==> src/ipv6ck_pkg.sv <==
// Package: shared types and constants for the IPv6 upper-layer checksum unit.
`default_nettype none
package ipv6ck_pkg;

  localparam logic [15:0] SumAllOnes      = 16'hFFFF;
  localparam logic [15:0] TailMask        = 16'hFF00;
  localparam logic [15:0] AddrBytes       = 16'd32;
  localparam logic [7:0]  NextHeaderReset = 8'd17;

  // One word held in the input register
  typedef struct packed {
    logic        valid;
    logic [15:0] data_word;
    logic        single_byte;
    logic        last;
  } stage_t;

endpackage
`default_nettype wire

==> src/ipv6ck_if.sv <==
// Interfaces: input word channel and checksum result channel.
`default_nettype none
interface ipv6ck_in_if;
  logic        valid;
  logic        ready;
  logic [15:0] data_word;
  logic        single_byte;
  logic        last;

  modport source (output valid, output data_word, output single_byte, output last,
                  input ready);
  modport sink   (input valid, input data_word, input single_byte, input last,
                  output ready);
endinterface

interface ipv6ck_out_if;
  logic        valid;
  logic        ready;
  logic [15:0] checksum_value;
  logic [15:0] segment_length;

  modport source (output valid, output checksum_value, output segment_length,
                  input ready);
  modport sink   (input valid, input checksum_value, input segment_length,
                  output ready);
endinterface
`default_nettype wire

==> src/ipv6ck_in_reg.sv <==
// Input register: captures one word transaction per cycle while it is empty or while the held word moves on.
`default_nettype none
module ipv6ck_in_reg (
  input  wire logic             clk,
  input  wire logic             rst_n,
  input  wire logic             in_valid,
  input  wire logic [15:0]      in_data_word,
  input  wire logic             in_single_byte,
  input  wire logic             in_last,
  output logic                  in_ready,
  input  wire logic             advance,
  output ipv6ck_pkg::stage_t    stage
);
  import ipv6ck_pkg::*;

  logic        valid_r;
  logic [15:0] word_r;
  logic        odd_r;
  logic        last_r;

  // Accept when empty or when the held word moves on this cycle
  assign in_ready = !valid_r || advance;

  // Hold the control bit
  always_ff @(posedge clk) begin
    if (!rst_n) begin
      valid_r <= 1'b0;
    end else if (in_valid && in_ready) begin
      valid_r <= 1'b1;
    end else if (advance) begin
      valid_r <= 1'b0;
    end
  end

  // Load the payload on each accepted transaction
  always_ff @(posedge clk) begin
    if (in_valid && in_ready) begin
      word_r <= in_data_word;
      odd_r  <= in_single_byte;
      last_r <= in_last;
    end
  end

  assign stage.valid       = valid_r;
  assign stage.data_word   = word_r;
  assign stage.single_byte = odd_r;
  assign stage.last        = last_r;
endmodule
`default_nettype wire

==> src/ipv6ck_accum.sv <==
// Accumulator: running ones'-complement sum, byte count and result register.
`default_nettype none
module ipv6ck_accum (
  input  wire logic             clk,
  input  wire logic             rst_n,
  input  wire logic             cfg_wr_en,
  input  wire logic [7:0]       cfg_wr_data,
  input  wire ipv6ck_pkg::stage_t stage,
  output logic                  advance,
  output logic                  out_valid,
  input  wire logic             out_ready,
  output logic [15:0]           out_checksum_value,
  output logic [15:0]           out_segment_length
);
  import ipv6ck_pkg::*;

  logic [7:0]  proto_r;
  logic [15:0] sum_r;
  logic [15:0] cnt_r;
  logic        out_valid_r;
  logic [15:0] csum_r;
  logic [15:0] seg_r;

  logic        can_out;
  logic [15:0] word_m;
  logic [15:0] cnt_nxt;
  logic [16:0] part;
  logic [15:0] sum_nxt;
  logic [15:0] seg;
  logic [17:0] total;
  logic [16:0] fold1;
  logic [15:0] fold2;
  logic [15:0] csum_nxt;

  // Move the held word on unless it needs a full result register
  assign can_out = !out_valid_r || out_ready;
  assign advance = stage.valid && (!stage.last || can_out);

  // Drop the low byte of an odd tail and count the bytes
  assign word_m  = stage.single_byte ? (stage.data_word & TailMask) : stage.data_word;
  assign cnt_nxt = cnt_r + (stage.single_byte ? 16'd1 : 16'd2);

  // Running sum with end-around carry
  assign part    = {1'b0, sum_r} + {1'b0, word_m};
  assign sum_nxt = part[15:0] + {15'd0, part[16]};

  // Segment length is the count past the address bytes
  assign seg = (cnt_nxt >= AddrBytes) ? (cnt_nxt - AddrBytes) : 16'd0;

  // Add word, length and protocol number at once, then fold twice
  assign total = {2'b00, sum_r} + {2'b00, word_m} + {2'b00, seg}
               + {10'd0, proto_r};
  assign fold1 = {1'b0, total[15:0]} + {15'd0, total[17:16]};
  assign fold2 = fold1[15:0] + {15'd0, fold1[16]};

  // Complement unless the folded sum is all ones
  assign csum_nxt = (fold2 != SumAllOnes) ? ~fold2 : fold2;

  // Hold configuration and control state
  always_ff @(posedge clk) begin
    if (!rst_n) begin
      proto_r     <= NextHeaderReset;
      sum_r       <= 16'd0;
      cnt_r       <= 16'd0;
      out_valid_r <= 1'b0;
    end else begin
      if (cfg_wr_en) begin
        proto_r <= cfg_wr_data;
      end
      if (advance) begin
        if (stage.last) begin
          sum_r <= 16'd0;
          cnt_r <= 16'd0;
        end else begin
          sum_r <= sum_nxt;
          cnt_r <= cnt_nxt;
        end
      end
      if (advance && stage.last) begin
        out_valid_r <= 1'b1;
      end else if (out_ready) begin
        out_valid_r <= 1'b0;
      end
    end
  end

  // Load the result payload
  always_ff @(posedge clk) begin
    if (advance && stage.last) begin
      csum_r <= csum_nxt;
      seg_r  <= seg;
    end
  end

  assign out_valid          = out_valid_r;
  assign out_checksum_value = csum_r;
  assign out_segment_length = seg_r;
endmodule
`default_nettype wire

==> src/ipv6_upper_layer_checksum_unit.sv <==
// Top level: IPv6 upper-layer checksum over a stream of 16-bit words.
// A word marked last passes the input register and then the result register before it is offered as a result.
// Throughput: one word per cycle; the input and result registers hold one word each,
// and only a full result register with a last word behind it stalls the input.
// Reset (rst_n low at a clock edge) empties both registers, clears the running sum
// and byte count, and sets the protocol register to 17.
`default_nettype none
module ipv6_upper_layer_checksum_unit (
  input  wire logic           clk,
  input  wire logic           rst_n,
  ipv6ck_in_if.sink           in_ch,
  ipv6ck_out_if.source        out_ch,
  input  wire logic           cfg_wr_en,
  input  wire logic [7:0]     cfg_wr_data
);
  import ipv6ck_pkg::*;

  stage_t stage;
  logic   advance;

  ipv6ck_in_reg u_in_reg (
    .clk            (clk),
    .rst_n          (rst_n),
    .in_valid       (in_ch.valid),
    .in_data_word   (in_ch.data_word),
    .in_single_byte (in_ch.single_byte),
    .in_last        (in_ch.last),
    .in_ready       (in_ch.ready),
    .advance        (advance),
    .stage          (stage)
  );

  ipv6ck_accum u_accum (
    .clk                (clk),
    .rst_n              (rst_n),
    .cfg_wr_en          (cfg_wr_en),
    .cfg_wr_data        (cfg_wr_data),
    .stage              (stage),
    .advance            (advance),
    .out_valid          (out_ch.valid),
    .out_ready          (out_ch.ready),
    .out_checksum_value (out_ch.checksum_value),
    .out_segment_length (out_ch.segment_length)
  );
endmodule
`default_nettype wire

==> src/flat_wrapper.sv <==
// flat-port wrapper written by rule: the top's interface ports become plain ports
module ipv6_upper_layer_checksum_unit_flat import ipv6ck_pkg::*;
  (clk, rst_n, cfg_wr_en, cfg_wr_data, in_ch_valid, in_ch_data_word, in_ch_single_byte, in_ch_last, in_ch_ready, out_ch_valid, out_ch_checksum_value, out_ch_segment_length, out_ch_ready);
  ipv6ck_in_if in_ch_i ();
  ipv6ck_out_if out_ch_i ();
  input  wire logic clk;
  input  wire logic rst_n;
  input  wire logic cfg_wr_en;
  input  wire logic [7:0] cfg_wr_data;
  input wire logic [$bits(in_ch_i.valid)-1:0] in_ch_valid;
  input wire logic [$bits(in_ch_i.data_word)-1:0] in_ch_data_word;
  input wire logic [$bits(in_ch_i.single_byte)-1:0] in_ch_single_byte;
  input wire logic [$bits(in_ch_i.last)-1:0] in_ch_last;
  output wire logic [$bits(in_ch_i.ready)-1:0] in_ch_ready;
  output wire logic [$bits(out_ch_i.valid)-1:0] out_ch_valid;
  output wire logic [$bits(out_ch_i.checksum_value)-1:0] out_ch_checksum_value;
  output wire logic [$bits(out_ch_i.segment_length)-1:0] out_ch_segment_length;
  input wire logic [$bits(out_ch_i.ready)-1:0] out_ch_ready;
  assign in_ch_i.valid = in_ch_valid;
  assign in_ch_i.data_word = in_ch_data_word;
  assign in_ch_i.single_byte = in_ch_single_byte;
  assign in_ch_i.last = in_ch_last;
  assign in_ch_ready = in_ch_i.ready;
  assign out_ch_valid = out_ch_i.valid;
  assign out_ch_checksum_value = out_ch_i.checksum_value;
  assign out_ch_segment_length = out_ch_i.segment_length;
  assign out_ch_i.ready = out_ch_ready;
  ipv6_upper_layer_checksum_unit u_core (.clk(clk), .rst_n(rst_n), .in_ch(in_ch_i), .out_ch(out_ch_i), .cfg_wr_en(cfg_wr_en), .cfg_wr_data(cfg_wr_data));
endmodule
==> config.mk <==
export PLATFORM = sky130hd
export DESIGN_NAME = ipv6_upper_layer_checksum_unit_flat
export DESIGN_NICKNAME = d
export VERILOG_FILES = /design/src/ipv6ck_pkg.sv /design/src/ipv6ck_if.sv /design/src/ipv6ck_in_reg.sv /design/src/ipv6ck_accum.sv /design/src/ipv6_upper_layer_checksum_unit.sv /design/src/flat_wrapper.sv
export SDC_FILE = /design/constraint.sdc
export NUM_CORES = 1
export LEC_CHECK = 0
export ABC_AREA = 1
export BUFFER_PORTS_ARGS = -buffer_cell sky130_fd_sc_hd__buf_2
export CAP_MARGIN = 25
export CORE_MARGIN = 2
export CORE_UTILIZATION = 55
export CTS_BUF_LIST = sky130_fd_sc_hd__clkbuf_8
export DETAILED_ROUTE_END_ITERATION = 12
export HOLD_SLACK_MARGIN = 0.08
export PLACE_DENSITY_LB_ADDON = 0.2
export RECOVER_POWER = 100
export SYNTH_ARGS = -nofsm -noshare
export SYNTH_HDL_FRONTEND = slang
export SYNTH_SLANG_ARGS = --single-unit
==> constraint.sdc <==
create_clock -name clk -period 11.29 [get_ports clk]
set_clock_uncertainty 0.2 [all_clocks]
set_input_delay 1.6935 -clock clk [delete_from_list [all_inputs] [get_ports clk]]
set_output_delay 1.6935 -clock clk [all_outputs]
set_load 0.1 [all_outputs]
# ---- Yosys cells after proc, flatten, opt, wreduce, memory -nomap -nowiden
# Cells that the tools add are included.
dict set report classes {
  n_eq_ne 1
  n_reduce_logical 11
  bitwise 1
  magnitude_cmp 1
  n_mux 10
  add_sub_neg 9
}
# op n
set ops {}
lappend ops {{$mux W16} 4}
lappend ops {{$add A16 B16 Y17} 2}
lappend ops {{$add A16 B1 Y16} 2}
lappend ops {{$add A17 B16 Y18} 1}
lappend ops {{$add A18 B8 Y18} 1}
lappend ops {{$add A16 B2 Y17} 1}
lappend ops {{$add A16 B2 Y16} 1}
lappend ops {{$ge A16 B6 Y1 const B} 1}
lappend ops {{$ne A16 B16 Y1 const B} 1}
lappend ops {{$not A16 Y16} 1}
lappend ops {{$sub A16 B6 Y16 const B} 1}
lappend ops {{$mux W8} 1}
lappend ops {{$mux W1} 4}
lappend ops {{$reduce_bool A2 Y1} 2}
lappend ops {{$logic_and A1 B1 Y1} 3}
lappend ops {{$logic_not A1 Y1} 3}
lappend ops {{$logic_or A1 B1 Y1} 3}
lappend ops {{$mux W2} 1}
dict set report totals {
  register_bits 92
  word_cells 43
  in_bits 31
  output_inout_bits 34
}

# ---- Longest topological paths before layout
dict set report logic_depth {
  depth_word 10
  mapped_depth 63
  ltp_nobuf 62
}

# ---- Cells and area by module
# Synthesis repeated with hierarchy kept, for this count alone.
dict set report hier_totals {
  hier_cells 1061
  area_unflattened_um2 7649.8
}
# mod seq_area_each_um2 instances area_each_um2 cells_each
set modules_own_cells {}
lappend modules_own_cells {ipv6ck_accum 1781.7 1 7035.5 1033}
lappend modules_own_cells {ipv6ck_in_reg 560.5 1 614.3 28}

# ---- Worst setup path before layout
# OpenSTA, ideal clock, no wires.
dict set report synth_path {
  path_type {register -> register}
  from {register u_core.u_in_reg.odd_r}
  to {register u_core.u_accum.csum_r[10], in the netlist u_core.u_accum.out_checksum_value[10] (data pin)}
  setup_time_ns 0.254
  slack_ns 3.271
  n_path_buf 3
  path_stages_with_launch 58
  t_arrival_ns 7.565
  period_less_slack_ns 8.019
  required_time_ns 10.836
  path_cell_list {edfxtp_1 -> clkbuf_1 -> inv_1 -> ha_1 -> a21oi_1 -> nor2_2 -> nand3_1 -> nor2_1 -> nand2_1 -> nor2_2 -> nand2_1 -> xor2_1 -> nand2_1 -> nor2_2 -> nand3_2 -> nor3_2 -> buf_4 -> nor2_1 -> [... 22 more ...] -> nand2_1 -> nor2_1 -> ha_1 -> ha_1 -> nand2_1 -> nor2_1 -> nand3_1 -> nor2_1 -> nand2_2 -> nor2_2 -> nand3_2 -> nor2_2 -> nand2_1 -> xnor2_1 -> nor2_2 -> nand2_4 -> buf_6 -> nand2_2}
}
dict set report synth_via {
  elab_chain_cells 10
  word_cells_on_any_way 14
  classes_between {add/sub: 7; order compare: 1; eq/ne: 1; mux: 4; bitwise: 1}
}
# item line
set synth_rtl {}
lappend synth_rtl {{start, declared} ipv6ck_in_reg.sv:18} ;# logic odd_r;
lappend synth_rtl {{start signal, assigned} ipv6ck_in_reg.sv:39} ;# odd_r <= in_single_byte;
lappend synth_rtl {{$mux W2 *} ipv6ck_accum.sv:41} ;# assign cnt_nxt = cnt_r + (stage.single_byte ? 16'd1 : 16'd2);
lappend synth_rtl {{$add A16 B2 Y16 *} ipv6ck_accum.sv:41}
lappend synth_rtl {{$sub A16 B6 Y16 / $ge A16 B6 Y1 (equally long branches)} ipv6ck_accum.sv:48} ;# assign seg = (cnt_nxt >= AddrBytes) ? (cnt_nxt - AddrBytes) : 16'd0;
lappend synth_rtl {{$mux W16 *} ipv6ck_accum.sv:48}
lappend synth_rtl {{via u_core.u_accum.seg[1]} ipv6ck_accum.sv:29} ;# logic [15:0] seg;
lappend synth_rtl {{$add A17 B16 Y18 *} ipv6ck_accum.sv:51} ;# assign total = {2'b00, sum_r} + {2'b00, word_m} + {2'b00, seg}
lappend synth_rtl {{$add A18 B8 Y18 *} ipv6ck_accum.sv:52} ;# + {10'd0, proto_r};
lappend synth_rtl {{$add A16 B2 Y17 *} ipv6ck_accum.sv:53} ;# assign fold1 = {1'b0, total[15:0]} + {15'd0, total[17:16]};
lappend synth_rtl {{$add A16 B1 Y16 *} ipv6ck_accum.sv:54} ;# assign fold2 = fold1[15:0] + {15'd0, fold1[16]};
lappend synth_rtl {{$ne A16 B16 Y1 / $not A16 Y16 (equally long branches)} ipv6ck_accum.sv:57} ;# assign csum_nxt = (fold2 != SumAllOnes) ? ~fold2 : fold2;
lappend synth_rtl {{$mux W16 *} ipv6ck_accum.sv:57}
lappend synth_rtl {{via u_core.u_accum.csum_nxt[10]} ipv6ck_accum.sv:33} ;# logic [15:0] csum_nxt;
lappend synth_rtl {{end signal, assigned} ipv6ck_accum.sv:90} ;# csum_r <= csum_nxt;
lappend synth_rtl {{end, declared} ipv6ck_accum.sv:21} ;# logic [15:0] csum_r;
# Mark *: on every way through the listed nets, which the timed path passes. The rest lies on a longest branch.
# A chain may end at the register's enable or synchronous reset.

# ---- Final worst setup path
dict set report layout_path {
  from {register u_core.u_in_reg.odd_r}
  to {register u_core.u_accum.csum_r[2], in the netlist u_core.u_accum.out_checksum_value[2] (data pin)}
}
# The elaborated chain is that of the path after synthesis.

==> flow_metrics.env <==
export IMPL_grt_pass1_wl_um=27200
export IMPL_fin_crit_sh=0.856
export IMPL_critical_path_class="reg -> reg"
export IMPL_path_clk_slew_ns=0.09
export IMPL_viasPerCell=5.10
export IMPL_critPathArrivalTime_ns=9.62
export IMPL_required_ns=11.24
export IMPL_finalSetupTns_ns=0
export IMPL_cts_repair_resized=0
export IMPL_clk_latency_ns=0.39
export IMPL_cts_setup_buffers=0
export IMPL_yosys_warnings=0
export IMPL_io_buffers=64
export IMPL_startpoint_type="flip-flop"
export IMPL_hold_viol=0
export IMPL_fmax_ghz=0.103
export IMPL_syn_avg_cell_area_um2=7.21
export IMPL_grt_pass1_vias=6122
export IMPL_ff2ff_path_depth=61
export IMPL_gp_congestion=0.914
export IMPL_p_seq_frac=0.456
export IMPL_vias=6635
export IMPL_nFillCells=1275
export IMPL_clock_power_share=0.258
export IMPL_die_w_um=122
export IMPL_synth_area_um2=7600
export IMPL_cts_tree="done"
export IMPL_synthFlopType="edfxtp_1"
export IMPL_tightestPinTransition_ns=1.78
export IMPL_initial_core_util=0.570
export IMPL_min_path_cells=2
export IMPL_switching_share=0.368
export IMPL_cts_buffers=9
export IMPL_diodes=0
export IMPL_layout_area_overhead_vs_synth_pct=7.90
export IMPL_place_ws_ns=1.75
export IMPL_drv_slew=33
export IMPL_synth_seq_cells=92
export IMPL_async_flop_share=0
export IMPL_violations="capacitance limit, slew limit"
export IMPL_synth_distinct_cells=40
export IMPL_status="complete, but fails checks"
export IMPL_p_sw_mw=0.303
export IMPL_comb_power_share=0.286
export IMPL_setup_ws_ns=1.62
export IMPL_htree_levels=3
export IMPL_p_per_area_nw_per_um2=100
export IMPL_critPathMaxStageDelay_ns=0.61
export IMPL_ios=65
export IMPL_cts_sinks=92
export IMPL_cts_hold_buf=0
export IMPL_synthCells=1054
export IMPL_slew_headroom=-0.185
export IMPL_antenna_found_initial=0
export IMPL_die_area_um2=14800
export IMPL_syn_nets=1162
export IMPL_die_h_um=122
export IMPL_critPathCaptureType="flip-flop"
export IMPL_layout_common_cells="nand2_1, inv_1, nor2_1, nand3_1, a21oi_1"
export IMPL_dp_hpwl_um=13500
export IMPL_track_usage=0.235
export IMPL_synth_seq_area_share=0.308
export IMPL_final_common_cell="nand2_1"
export IMPL_synth_edff_count=50
export IMPL_rsz0062_at_grt="no"
export IMPL_drive_above_1_share=0.0996
export IMPL_drc_errors=0
export IMPL_nNetsFinal=1227
export IMPL_power_leakage_nw=4.09
export IMPL_internal_power_mw=0.521
export IMPL_setup_violations_final=0
export IMPL_crit_top_cell="nand2_1"
export IMPL_crit_fanout=16
export IMPL_antenna_left=0
export IMPL_maxCapViolCount=1
export IMPL_cts_buffer_depth=2
export IMPL_row_count=42
export IMPL_overflow=0
export IMPL_routedWlPerCell_um=12.6
export IMPL_firstDrtPassIters=5
export IMPL_drt_wl_total_um=16400
export IMPL_post_route_cell_area_um2=8200
export IMPL_cp_slowest_cell="edfxtp_1"
export IMPL_reg2reg_setup_slack_ns=1.62
export IMPL_post_dp_cell_area_um2=8090
export IMPL_grt_start_max_net_pins=34
export IMPL_cts_root_buf="clkbuf_8"
export IMPL_core_area_um2=13300
export IMPL_first_iter_violations=283
export IMPL_peakVddDrop_mv=0.0821
export IMPL_finalCriticalPeriod_ns=9.67
export IMPL_hold_path_class="reg -> reg"
==> metrics by stage <==
stage	hold slack [ns]	power [mW]	std cells	utilization
floorplan	0.245	0.577	1054	-
global placement	0.255	0.617	1282	0.606
detailed placement	0.260	0.621	1282	0.606
CTS	0.273	0.832	1298	0.619
global route	0.293	0.874	1300	0.615
finish	0.272	0.824	1300	0.615
==> power groups by stage <==
| stage | clock network, mW | registers [mW] | logic [mW] |
|---|---|---|---|
| after floorplan | 0 | 0.410 | 0.167 |
| after global placement | 0 | 0.383 | 0.235 |
| after detailed placement | 0 | 0.383 | 0.238 |
| after CTS | 0.218 | 0.375 | 0.239 |
| after global routing | 0.230 | 0.377 | 0.266 |
| final | 0.213 | 0.376 | 0.236 |
==> cell usage after synthesis (14+ instances only) <==
cell type,instances,share of area
nor2_1,106,0.052
nand4_1,20,0.016
dfxtp_1,42,0.11
nor2_2,14,0.012
nand3_1,77,0.051
fa_1,27,0.071
nand2_1,294,0.15
o21ai_0,22,0.014
inv_1,159,0.078
a21oi_1,51,0.034
edfxtp_1,50,0.20
nand2_2,30,0.025
ha_1,50,0.082
xor2_1,24,0.028
==> final timing paths <==
check                                        start                                             end
max                u_core.u_in_reg.odd_r$_DFFE_PP_  u_core.u_accum.out_checksum_value[2]$_DFFE_PP_
min          u_core.u_accum.cnt_r[14]$_SDFFE_PN0P_           u_core.u_accum.cnt_r[14]$_SDFFE_PN0P_
max reg2reg        u_core.u_in_reg.odd_r$_DFFE_PP_  u_core.u_accum.out_checksum_value[2]$_DFFE_PP_
min reg2reg  u_core.u_accum.cnt_r[14]$_SDFFE_PN0P_           u_core.u_accum.cnt_r[14]$_SDFFE_PN0P_
==> state kept, by name, indices dropped and copies added, names as in the netlist <==
signal                             count
u_core.u_accum.out_checksum_value     16
u_core.u_accum.out_valid               1
u_core.u_in_reg.odd_r                  1
u_core.u_accum.cnt_r                  16
u_core.u_accum.out_segment_length     16
u_core.u_in_reg.word_r                16
u_core.u_accum.sum_r                  16
u_core.u_accum.proto_r                 8
u_core.u_in_reg.last_r                 1
u_core.u_in_reg.valid_r                1
==> critical path, delay by kind of cell, from the launching register on <==
family	cells	cell delay, ns
fa+ha+maj	7	2.33
simple gates	44	5.30
buf+inv	8	0.58
flops	1	0.61
compound gates	2	0.40
==> metal layers <==
metal / vias to the layer above / track usage / share of wire
met2: 123 / 0.405 / 0.48
met5: - / 0 / 0
met3: 33 / 0.0431 / 0.044
met1: 2992 / 0.298 / 0.45
li1: 3487 / - / -
met4: 0 / 0.0805 / 0.022
==> area by class of cell <==
class	count	area, µm²	share of cell area
Multi-Input combinational cell	776	4500	0.549
Sequential cell	92	2340	0.285
Inverter	172	648	0.0790
Timing Repair Buffer	68	314	0.0383
Tap cell	176	220	0.0268
Clock buffer	9	124	0.0151
Clock inverter	7	51.3	0.00625
==> cells by family after synthesis <==
| family | Yosys count | share of synthesized area |
|---|---|---|
| simple gates | 572 | 0.338 |
| xor+xnor | 29 | 0.0344 |
| fa+ha+maj | 77 | 0.153 |
| buf+inv | 186 | 0.0946 |
| flops | 92 | 0.308 |
| compound gates | 98 | 0.0719 |
No activity file was read; power rests on OpenSTA's default activity.
